## config.mk

```make
export PLATFORM = sky130hd
export DESIGN_NAME = decaying_tone_sweep_synth
export DESIGN_NICKNAME = d
export VERILOG_FILES = /design/src/rtl/dtss_pkg.sv /design/src/rtl/decaying_tone_sweep_synth.sv
export SDC_FILE = /design/constraint.sdc
export NUM_CORES = 2
export LEC_CHECK = 0
export BUFFER_PORTS_ARGS = -buffer_cell sky130_fd_sc_hd__buf_2
export CORE_UTILIZATION = 40
export CTS_CLUSTER_DIAMETER = 200
export CTS_CLUSTER_SIZE = 16
export DETAILED_ROUTE_END_ITERATION = 6
export PLACE_DENSITY = 0.55
export SYNTH_ARGS = -nofsm -noshare
export SYNTH_HDL_FRONTEND = slang
export SYNTH_SLANG_ARGS = --single-unit
```

## constraint.sdc

```tcl
create_clock -name clock -period 12 [get_ports clock]
set_clock_uncertainty 0.05 [all_clocks]
set_input_delay 3.6 -clock clock [delete_from_list [all_inputs] [get_ports clock]]
set_output_delay 3.6 -clock clock [all_outputs]
set_load 0.02 [all_outputs]
```

## src/rtl/dtss_pkg.sv

```systemverilog
`timescale 1ns / 1ps

package dtss_pkg;

   // configuration port
   localparam int CSR_INDEX_W = 3;
   localparam int CSR_DATA_W  = 32;

   localparam logic [CSR_INDEX_W-1:0] REG_START_INCREMENT = 3'd0;
   localparam logic [CSR_INDEX_W-1:0] REG_INCREMENT_STEP  = 3'd1;
   localparam logic [CSR_INDEX_W-1:0] REG_LENGTH_SAMPLES  = 3'd2;
   localparam logic [CSR_INDEX_W-1:0] REG_ENVELOPE_STEP   = 3'd3;
   localparam logic [CSR_INDEX_W-1:0] REG_GAIN            = 3'd4;

   // register widths
   localparam int START_INC_W = 31;
   localparam int INC_STEP_W  = 32;
   localparam int LENGTH_W    = 16;
   localparam int ENV_W       = 17;
   localparam int GAIN_W      = 16;

   // register reset values
   localparam logic [START_INC_W-1:0] START_INC_RESET = 31'd155826476;
   localparam logic [INC_STEP_W-1:0]  INC_STEP_RESET  = 32'd0;
   localparam logic [LENGTH_W-1:0]    LENGTH_RESET    = 16'd1764;
   localparam logic [ENV_W-1:0]       ENV_STEP_RESET  = 17'd37;
   localparam logic [GAIN_W-1:0]      GAIN_RESET      = 16'd26214;

   // envelope full scale, 1.0 in q1.16
   localparam logic [ENV_W-1:0] ENV_ONE = 17'h10000;

   // pi/2 in q2.30, seed for the sine series
   localparam logic [63:0] HALF_PI_Q30 = 64'd1686629713;

endpackage

```

## src/rtl/decaying_tone_sweep_synth.sv

```systemverilog
`timescale 1ns / 1ps

// channel   | direction | handshake             | payload
// ----------+-----------+-----------------------+--------------------------------------
// req       | in        | req_valid / req_ready | req_restart
// rsp       | out       | rsp_valid / rsp_ready | rsp_sample, rsp_active, rsp_last
// csr       | in        | csr_valid / csr_ready | csr_index, csr_data
//
// a playing word reaches the result register after acceptance by way of one sine rom
// read, three passes through the one shared multiplier, then rounding into the output.
// an idle-voice word goes from acceptance straight to the output step. req_ready returns the cycle
// after the result is loaded, so no new word is taken while one is in progress.
// reset is synchronous and active high; it restores register defaults and silences the voice.
// a result held back by rsp_ready stalls the block in its final step; csr writes never stall.

module decaying_tone_sweep_synth #(
   parameter int PHASE_BITS     = 32,
   parameter int SINE_ADDR_BITS = 10,
   parameter int SAMPLE_BITS    = 16
) (
   input  logic                              clock,
   input  logic                              reset,

   input  logic                              req_valid,
   output logic                              req_ready,
   input  logic                              req_restart,

   output logic                              rsp_valid,
   input  logic                              rsp_ready,
   output logic signed [SAMPLE_BITS-1:0]     rsp_sample,
   output logic                              rsp_active,
   output logic                              rsp_last,

   input  logic                              csr_valid,
   output logic                              csr_ready,
   input  logic [dtss_pkg::CSR_INDEX_W-1:0]  csr_index,
   input  logic [dtss_pkg::CSR_DATA_W-1:0]   csr_data
);

   import dtss_pkg::*;

   localparam int QUARTER_BITS = SINE_ADDR_BITS - 2;
   localparam int QUARTER_LEN  = 2 ** QUARTER_BITS;
   localparam int ROM_W        = SAMPLE_BITS - 1;
   localparam int MUL_A_W      = (ROM_W > GAIN_W) ? ROM_W : GAIN_W;
   localparam int MUL_P_W      = MUL_A_W + ENV_W;
   localparam int P1_W         = ROM_W + ENV_W;
   localparam int ACC_W        = ROM_W + ENV_W + GAIN_W;
   localparam int RND_W        = ACC_W + 1 - 32;

   localparam logic [2:0] S_IDLE = 3'd0;
   localparam logic [2:0] S_ROM  = 3'd1;
   localparam logic [2:0] S_MUL1 = 3'd2;
   localparam logic [2:0] S_MUL2 = 3'd3;
   localparam logic [2:0] S_MUL3 = 3'd4;
   localparam logic [2:0] S_OUT  = 3'd5;

   // quarter-wave sine entry, truncated taylor series in q2.30
   function automatic logic [ROM_W-1:0] sine_entry(input int unsigned j);
      logic [63:0] x;
      logic [63:0] x2;
      logic [63:0] term;
      logic [63:0] sum;
      logic [63:0] v;
      logic [63:0] maxs;
      maxs = (64'd1 << ROM_W) - 64'd1;
      x    = (HALF_PI_Q30 * (64'(2 * j) + 64'd1) + 64'(QUARTER_LEN)) >> (SINE_ADDR_BITS - 1);
      x2   = (x * x) >> 30;
      term = x;
      sum  = x;
      for (int k = 1; k <= 6; k++) begin
         term = (term * x2) >> 30;
         case (k)
            1: term = term / 64'd6;
            2: term = term / 64'd20;
            3: term = term / 64'd42;
            4: term = term / 64'd72;
            5: term = term / 64'd110;
            default: term = term / 64'd156;
         endcase
         if ((k % 2) == 1) begin
            sum = sum - term;
         end else begin
            sum = sum + term;
         end
      end
      v = (sum * maxs + (64'd1 << 29)) >> 30;
      if (v > maxs) begin
         v = maxs;
      end
      return v[ROM_W-1:0];
   endfunction

   logic [ROM_W-1:0] sine_rom [QUARTER_LEN];

   for (genvar g = 0; g < QUARTER_LEN; g++) begin : g_rom
      assign sine_rom[g] = sine_entry(g);
   end

   // configuration registers
   logic [START_INC_W-1:0]       start_inc_ff;
   logic signed [INC_STEP_W-1:0] inc_step_ff;
   logic [LENGTH_W-1:0]          length_ff;
   logic [ENV_W-1:0]             env_step_ff;
   logic [GAIN_W-1:0]            gain_ff;

   // voice state
   logic [2:0]            state_ff, state_in;
   logic [LENGTH_W-1:0]   sample_index_ff;
   logic [PHASE_BITS-1:0] phase_acc_ff;
   logic [PHASE_BITS-1:0] phase_step_ff;
   logic [ENV_W-1:0]      env_ff;
   logic                  playing_ff;

   // datapath
   logic [ROM_W-1:0] rom_ff;
   logic             neg_ff;
   logic [P1_W-1:0]  p1_ff;
   logic [ACC_W-1:0] acc_ff;

   logic                    rsp_valid_ff;
   logic [SAMPLE_BITS-1:0]  rsp_sample_ff;
   logic                    rsp_active_ff;
   logic                    rsp_last_ff;

   logic                      accept;
   logic                      out_free;
   logic                      out_fire;
   logic [SINE_ADDR_BITS-1:0] addr;
   logic [QUARTER_BITS-1:0]   rom_idx;
   logic [MUL_A_W-1:0]        mul_a;
   logic [ENV_W-1:0]          mul_b;
   logic [MUL_P_W-1:0]        mul_p;
   logic [ACC_W:0]            rnd_sum;
   logic [RND_W-1:0]          rounded;
   logic [ROM_W-1:0]          mag_sat;
   logic [SAMPLE_BITS-1:0]    mag_ext;
   logic [SAMPLE_BITS-1:0]    signed_sample;
   logic                      is_last;

   assign req_ready = (state_ff == S_IDLE);
   assign accept    = req_valid && req_ready;
   assign csr_ready = 1'b1;
   assign out_free  = !rsp_valid_ff || rsp_ready;
   assign out_fire  = (state_ff == S_OUT) && out_free;

   assign rsp_valid  = rsp_valid_ff;
   assign rsp_sample = rsp_sample_ff;
   assign rsp_active = rsp_active_ff;
   assign rsp_last   = rsp_last_ff;

   // sine address, mirrored in odd quadrants
   assign addr    = phase_acc_ff[PHASE_BITS-1 -: SINE_ADDR_BITS];
   assign rom_idx = addr[SINE_ADDR_BITS-2] ? ~addr[QUARTER_BITS-1:0] : addr[QUARTER_BITS-1:0];

   // shared multiplier operand select
   always_comb begin
      case (state_ff)
         S_MUL1: begin
            mul_a = MUL_A_W'(rom_ff);
            mul_b = env_ff;
         end
         S_MUL2: begin
            mul_a = MUL_A_W'(p1_ff[ROM_W-1:0]);
            mul_b = ENV_W'(gain_ff);
         end
         S_MUL3: begin
            mul_a = MUL_A_W'(gain_ff);
            mul_b = p1_ff[P1_W-1:ROM_W];
         end
         default: begin
            mul_a = '0;
            mul_b = '0;
         end
      endcase
   end

   assign mul_p = MUL_P_W'(mul_a) * MUL_P_W'(mul_b);

   // round half up at bit 32, clamp to full scale, then apply sign
   assign rnd_sum       = {1'b0, acc_ff} + (ACC_W + 1)'(64'h8000_0000);
   assign rounded       = rnd_sum[ACC_W:32];
   assign mag_sat       = (|rounded[RND_W-1:ROM_W]) ? '1 : rounded[ROM_W-1:0];
   assign mag_ext       = {1'b0, mag_sat};
   assign signed_sample = neg_ff ? (~mag_ext + 1'b1) : mag_ext;
   assign is_last       = ({1'b0, sample_index_ff} + 17'd1) >= {1'b0, length_ff};

   always_comb begin
      state_in = state_ff;
      case (state_ff)
         S_IDLE: begin
            if (accept) begin
               state_in = (req_restart || playing_ff) ? S_ROM : S_OUT;
            end
         end
         S_ROM:  state_in = S_MUL1;
         S_MUL1: state_in = S_MUL2;
         S_MUL2: state_in = S_MUL3;
         S_MUL3: state_in = S_OUT;
         S_OUT: begin
            if (out_free) begin
               state_in = S_IDLE;
            end
         end
         default: state_in = S_IDLE;
      endcase
   end

   always_ff @(posedge clock) begin
      if (reset) begin
         state_ff        <= S_IDLE;
         start_inc_ff    <= START_INC_RESET;
         inc_step_ff     <= INC_STEP_RESET;
         length_ff       <= LENGTH_RESET;
         env_step_ff     <= ENV_STEP_RESET;
         gain_ff         <= GAIN_RESET;
         sample_index_ff <= '0;
         phase_acc_ff    <= '0;
         phase_step_ff   <= '0;
         env_ff          <= '0;
         playing_ff      <= 1'b0;
         rsp_valid_ff    <= 1'b0;
      end else begin
         state_ff <= state_in;

         if (csr_valid && csr_ready) begin
            case (csr_index)
               REG_START_INCREMENT: start_inc_ff <= csr_data[START_INC_W-1:0];
               REG_INCREMENT_STEP:  inc_step_ff  <= csr_data[INC_STEP_W-1:0];
               REG_LENGTH_SAMPLES:  length_ff    <= csr_data[LENGTH_W-1:0];
               REG_ENVELOPE_STEP:   env_step_ff  <= csr_data[ENV_W-1:0];
               REG_GAIN:            gain_ff      <= csr_data[GAIN_W-1:0];
               default: ;
            endcase
         end

         if (accept && req_restart) begin
            sample_index_ff <= '0;
            phase_acc_ff    <= '0;
            phase_step_ff   <= PHASE_BITS'(start_inc_ff);
            env_ff          <= ENV_ONE;
            playing_ff      <= 1'b1;
         end

         // advance the voice once its sample is handed over
         if (out_fire && playing_ff) begin
            phase_acc_ff    <= phase_acc_ff + phase_step_ff;
            phase_step_ff   <= phase_step_ff + PHASE_BITS'(inc_step_ff);
            env_ff          <= (env_ff >= env_step_ff) ? (env_ff - env_step_ff) : '0;
            sample_index_ff <= sample_index_ff + 1'b1;
            if (is_last) begin
               playing_ff <= 1'b0;
            end
         end

         if (out_fire) begin
            rsp_valid_ff <= 1'b1;
         end else if (rsp_ready) begin
            rsp_valid_ff <= 1'b0;
         end
      end
   end

   always_ff @(posedge clock) begin
      if (state_ff == S_ROM) begin
         rom_ff <= sine_rom[rom_idx];
         neg_ff <= addr[SINE_ADDR_BITS-1];
      end
      if (state_ff == S_MUL1) begin
         p1_ff <= mul_p[P1_W-1:0];
      end
      if (state_ff == S_MUL2) begin
         acc_ff <= ACC_W'(mul_p);
      end
      if (state_ff == S_MUL3) begin
         acc_ff <= acc_ff + (ACC_W'(mul_p) << ROM_W);
      end
      if (out_fire) begin
         rsp_sample_ff <= playing_ff ? signed_sample : '0;
         rsp_active_ff <= playing_ff;
         rsp_last_ff   <= playing_ff && is_last;
      end
   end

   a_idle_word_silent: assert property (@(posedge clock) disable iff (reset)
      (rsp_valid && !rsp_active) |-> (rsp_sample == '0 && !rsp_last))
      else $error("idle word carries a sample or last flag");

   a_busy_after_accept: assert property (@(posedge clock) disable iff (reset)
      accept |=> !req_ready)
      else $error("new word taken while a sample is in progress");

   a_last_stops_voice: assert property (@(posedge clock) disable iff (reset)
      (out_fire && playing_ff && is_last) |=> !playing_ff)
      else $error("voice still playing after its last sample");

   a_env_in_range: assert property (@(posedge clock) disable iff (reset)
      env_ff <= ENV_ONE)
      else $error("envelope above full scale");

   a_result_held: assert property (@(posedge clock) disable iff (reset)
      (rsp_valid && !rsp_ready) |=> (rsp_valid && $stable(rsp_sample)))
      else $error("result dropped or changed while stalled");

endmodule

```

==> flow_summary.yaml <==
status:
  status: "finished clean"
clock_tree:
  clk_pin_slew_ps: 80
  cts_buffers: 23
  cts_hold_buffers: 0
  cts_tree: "yes"
  clk_path_buf_depth: 3
  cts_setup_buffers: 0
  cts_resized: 0
  root_buffer: "clkbuf_16"
  clk_latency_ps: 560
  clock-sinks: 313
  htree_levels: 1
power:
  ir_worst_vdd_mv: 0.0800
  clock_power_share_pct: 25.6
  p_per_area_nw_per_um2: 87.9
  p_seq_share_pct: 42.2
  switching_power_uw: 1100
  p_int_uw: 1840
  leakagePower_uw: 0.0141
  comb_power_share_pct: 32.3
  p_sw_share_pct: 37.4
detailed_routing:
  via_count: 28583
  routed_wl_um: 105000
  drt_iter0_drc: 2625
  detail-route-antenna-nets: 0
  routed_via_density: 5.76
  drc_errors: 0
  wl_per_cell_um: 21.2
  drtPass1Iterations: 6
layout:
  stdcell_count: 4964
  nNetsFinal: 4420
  fillers: 7930
  final_layout_size_suffix_gt1_share_pct: 5.28
  final_area_um2: 33500
  area_delta_synth_final_pct: 5.96
timing:
  drv_slew: 0
  max_freq_mhz: 99.8
  final-hold-violation-count: 0
  slew_headroom_pct: 8.33
  worst_slew_pin_slew_ps: 1370
  finalCritPeriodShare_pct: 83.5
  setup_viol: 0
  period_needed_ps: 10020
  rsz0062_at_grt: "false"
  hold_slack_ps: 396
  fin_setup_tns_ps: 0
logic_synthesis:
  syn_nets: 4507
  synth_top_area_share_pct: 13.6
  synth-edff-count: 99
  yosys_warnings: 0
  synth_area_leaders: "dfxtp_1, fa_1, ha_1, edfxtp_1, nand2_1"
  ys_types: 96
  synth_top_area_cell: "dfxtp_1"
  yosysSeqAreaShare_pct: 23.0
  syn_inst: 4000
  synth_area_um2: 31600
  synthArstFlopShare_pct: 0
  synth_top_flop_cell: "dfxtp_1"
  synth_area_per_cell_um2: 7.89
  ys_seq_elements: 313
floorplan:
  coreArea_um2: 77700
  num_rows: 102
  die_x_um: 283
  start_util_pct: 40.6
  die-area_um2: 80100
  die_h_um: 283
  io_pins: 62
setup_path:
  cp_slowest_stage_delay_ps: 1000
  timing.rr.end: "acc_ff[46]"
  rr_startpoint: "state_ff[0]"
  critical_path_class: "reg2reg"
  critPathArrivalTime_ps: 10260
  startpoint_type: "flop"
  slowest_stage: "a21oi_1"
  rr_worst_depth: 35
  required_ps: 12240
  crit_top_cell: "fa_1"
  r2r_setup_slack_ps: 1980
  critPathCaptureType: "flop"
  path_max_fanout: 26
grt:
  grt_max_degree: 79
  track_usage_pct: 25.6
  grt_pass1_wl_um: 163000
  antenna_found_initial: 2
  grt_pass1_vias: 27313
  grt.overflow.total: 0
place:
  placedCellCount: 4928
  place.gp.congestion: 0.974
  post-dp-hpwl_um: 78100
  portBuffers: 60
  place_area_um2: 32800
worst_hold_path:
  hp-class: "reg2reg"
  holdPathEnd: "neg_ff"
  whs_path_depth: 0
  hold_start: "phase_acc_ff[31]"
flow_run:
  maxCapViolations: 0
-- cell usage in the layout, fill, tap and decap left out, types with 34 or more instances in the layout --
| cell type | count |
|---|---|
| ha_1 | 254 |
| xor2_1 | 63 |
| nand3b_1 | 36 |
| dfxtp_1 | 213 |
| a21o_1 | 63 |
| a31oi_1 | 34 |
| o21ai_0 | 210 |
| o211ai_1 | 34 |
| buf_2 | 59 |
| nand2_1 | 690 |
| nand3_1 | 93 |
| and3_1 | 37 |
| buf_4 | 54 |
| a21oi_1 | 327 |
| nor3_1 | 73 |
| a311oi_1 | 47 |
| xnor2_1 | 88 |
| o21a_1 | 48 |
| nand2b_1 | 37 |
| inv_1 | 317 |
| a211oi_1 | 40 |
| edfxtp_1 | 99 |
| nor2_1 | 350 |
| fa_1 | 212 |
| mux2i_1 | 41 |
-- worst max path at each step --
| stage | endpoint | slack (ps) | depth (start not counted) | startpoint |
|---|---|---|---|---|
| 2_1_floorplan | acc_ff[46] | 2810 | 33 | state_ff[0] |
| 3_3_place_gp | acc_ff[46] | 2120 | 35 | state_ff[0] |
| 3_5_place_dp | acc_ff[46] | 2040 | 35 | state_ff[0] |
| 4_1_cts | acc_ff[46] | 2010 | 35 | state_ff[0] |
| 5_1_grt | acc_ff[46] | 1270 | 35 | state_ff[0] |
| 6_report | acc_ff[46] | 1980 | 35 | state_ff[0] |
-- power by group through the flow --
stage | Clock, µW | Sequential (µW) | Combinational, µW
finish | 753 | 1240 | 950
detailed placement | 0 | 1260 | 939
global route | 810 | 1250 | 1040
floorplan | 0 | 1220 | 659
global placement | 0 | 1260 | 942
CTS | 772 | 1240 | 946
-- cells by family after synthesis --
kind of cell    Yosys count  synth area share (%)
flops                   313                  23.0
buf+inv                 544                  6.60
xor+xnor                160                  4.53
compound gates         1015                  20.5
other cells               1                0.0119
simple gates           1455                  20.3
mux                      46                  1.51
fa+ha+maj               466                  23.5
-- critical path, delay by kind of cell (launching register included) --
kind | cells | cell delay [ps]
fa+ha+maj | 8 | 3740
compound gates | 12 | 3340
simple gates | 8 | 970
buf+inv | 5 | 680
flops | 1 | 580
mux | 1 | 240
xor+xnor | 1 | 140
-- metrics by stage --
step / util [%] / total power [µW] / worst slack, ps
after CTS: 43.0 / 2960 / 2010
after floorplan: - / 1880 / 2810
after global routing: 43.0 / 3100 / 1270
after global placement: 42.2 / 2210 / 2120
after detailed placement: 42.2 / 2200 / 2040
final: 43.1 / 2940 / 1980
-- layer usage --
layer	share of wire [%]	GRT usage, %
met5	0	0
met4	3.4	8.26
met3	7.1	2.95
met2	44	39.8
met1	46	36.9
-- area by class of cell --
type | count | area, µm² | share of cell area, %
antenna | 1 | 2.50 | 0.00748
clock buffer | 34 | 617 | 1.84
clock inverter | 1 | 8.76 | 0.0262
inverter | 318 | 1190 | 3.57
multi-input combinational | 3143 | 22400 | 66.8
sequential | 313 | 7260 | 21.7
tap | 1040 | 1300 | 3.89
timing repair buffer | 114 | 712 | 2.13
-- registers in the layout, indices dropped and copies added (netlist names), 3 cells and up --
signal and cells:
acc_ff 33, inc_step_ff 32, p1_ff 32, phase_acc_ff 32, phase_step_ff 32, start_inc_ff 31, env_ff 17, env_step_ff 17
gain_ff 16, length_ff 16, rsp_sample 16, sample_index_ff 16, rom_ff 15, state_ff 3
-- Yosys cell counts, drive strengths merged, types with 18 or more instances --
cell type  instances
a211oi            44
a21o              63
a21oi            329
a311oi            48
a31oi             35
and3              37
buf               56
clkbuf           170
dfxtp            214
edfxtp            99
fa               212
ha               254
inv              318
mux2i             42
nand2            692
nand2b            38
nand3             96
nand3b            36
nand4             18
nor2             356
nor2b             24
nor3              77
o211ai            34
o21a              48
o21ai            241
o311ai            20
or3               18
xnor2             93
xor2              66
Power figures use the tool's default switching activity.
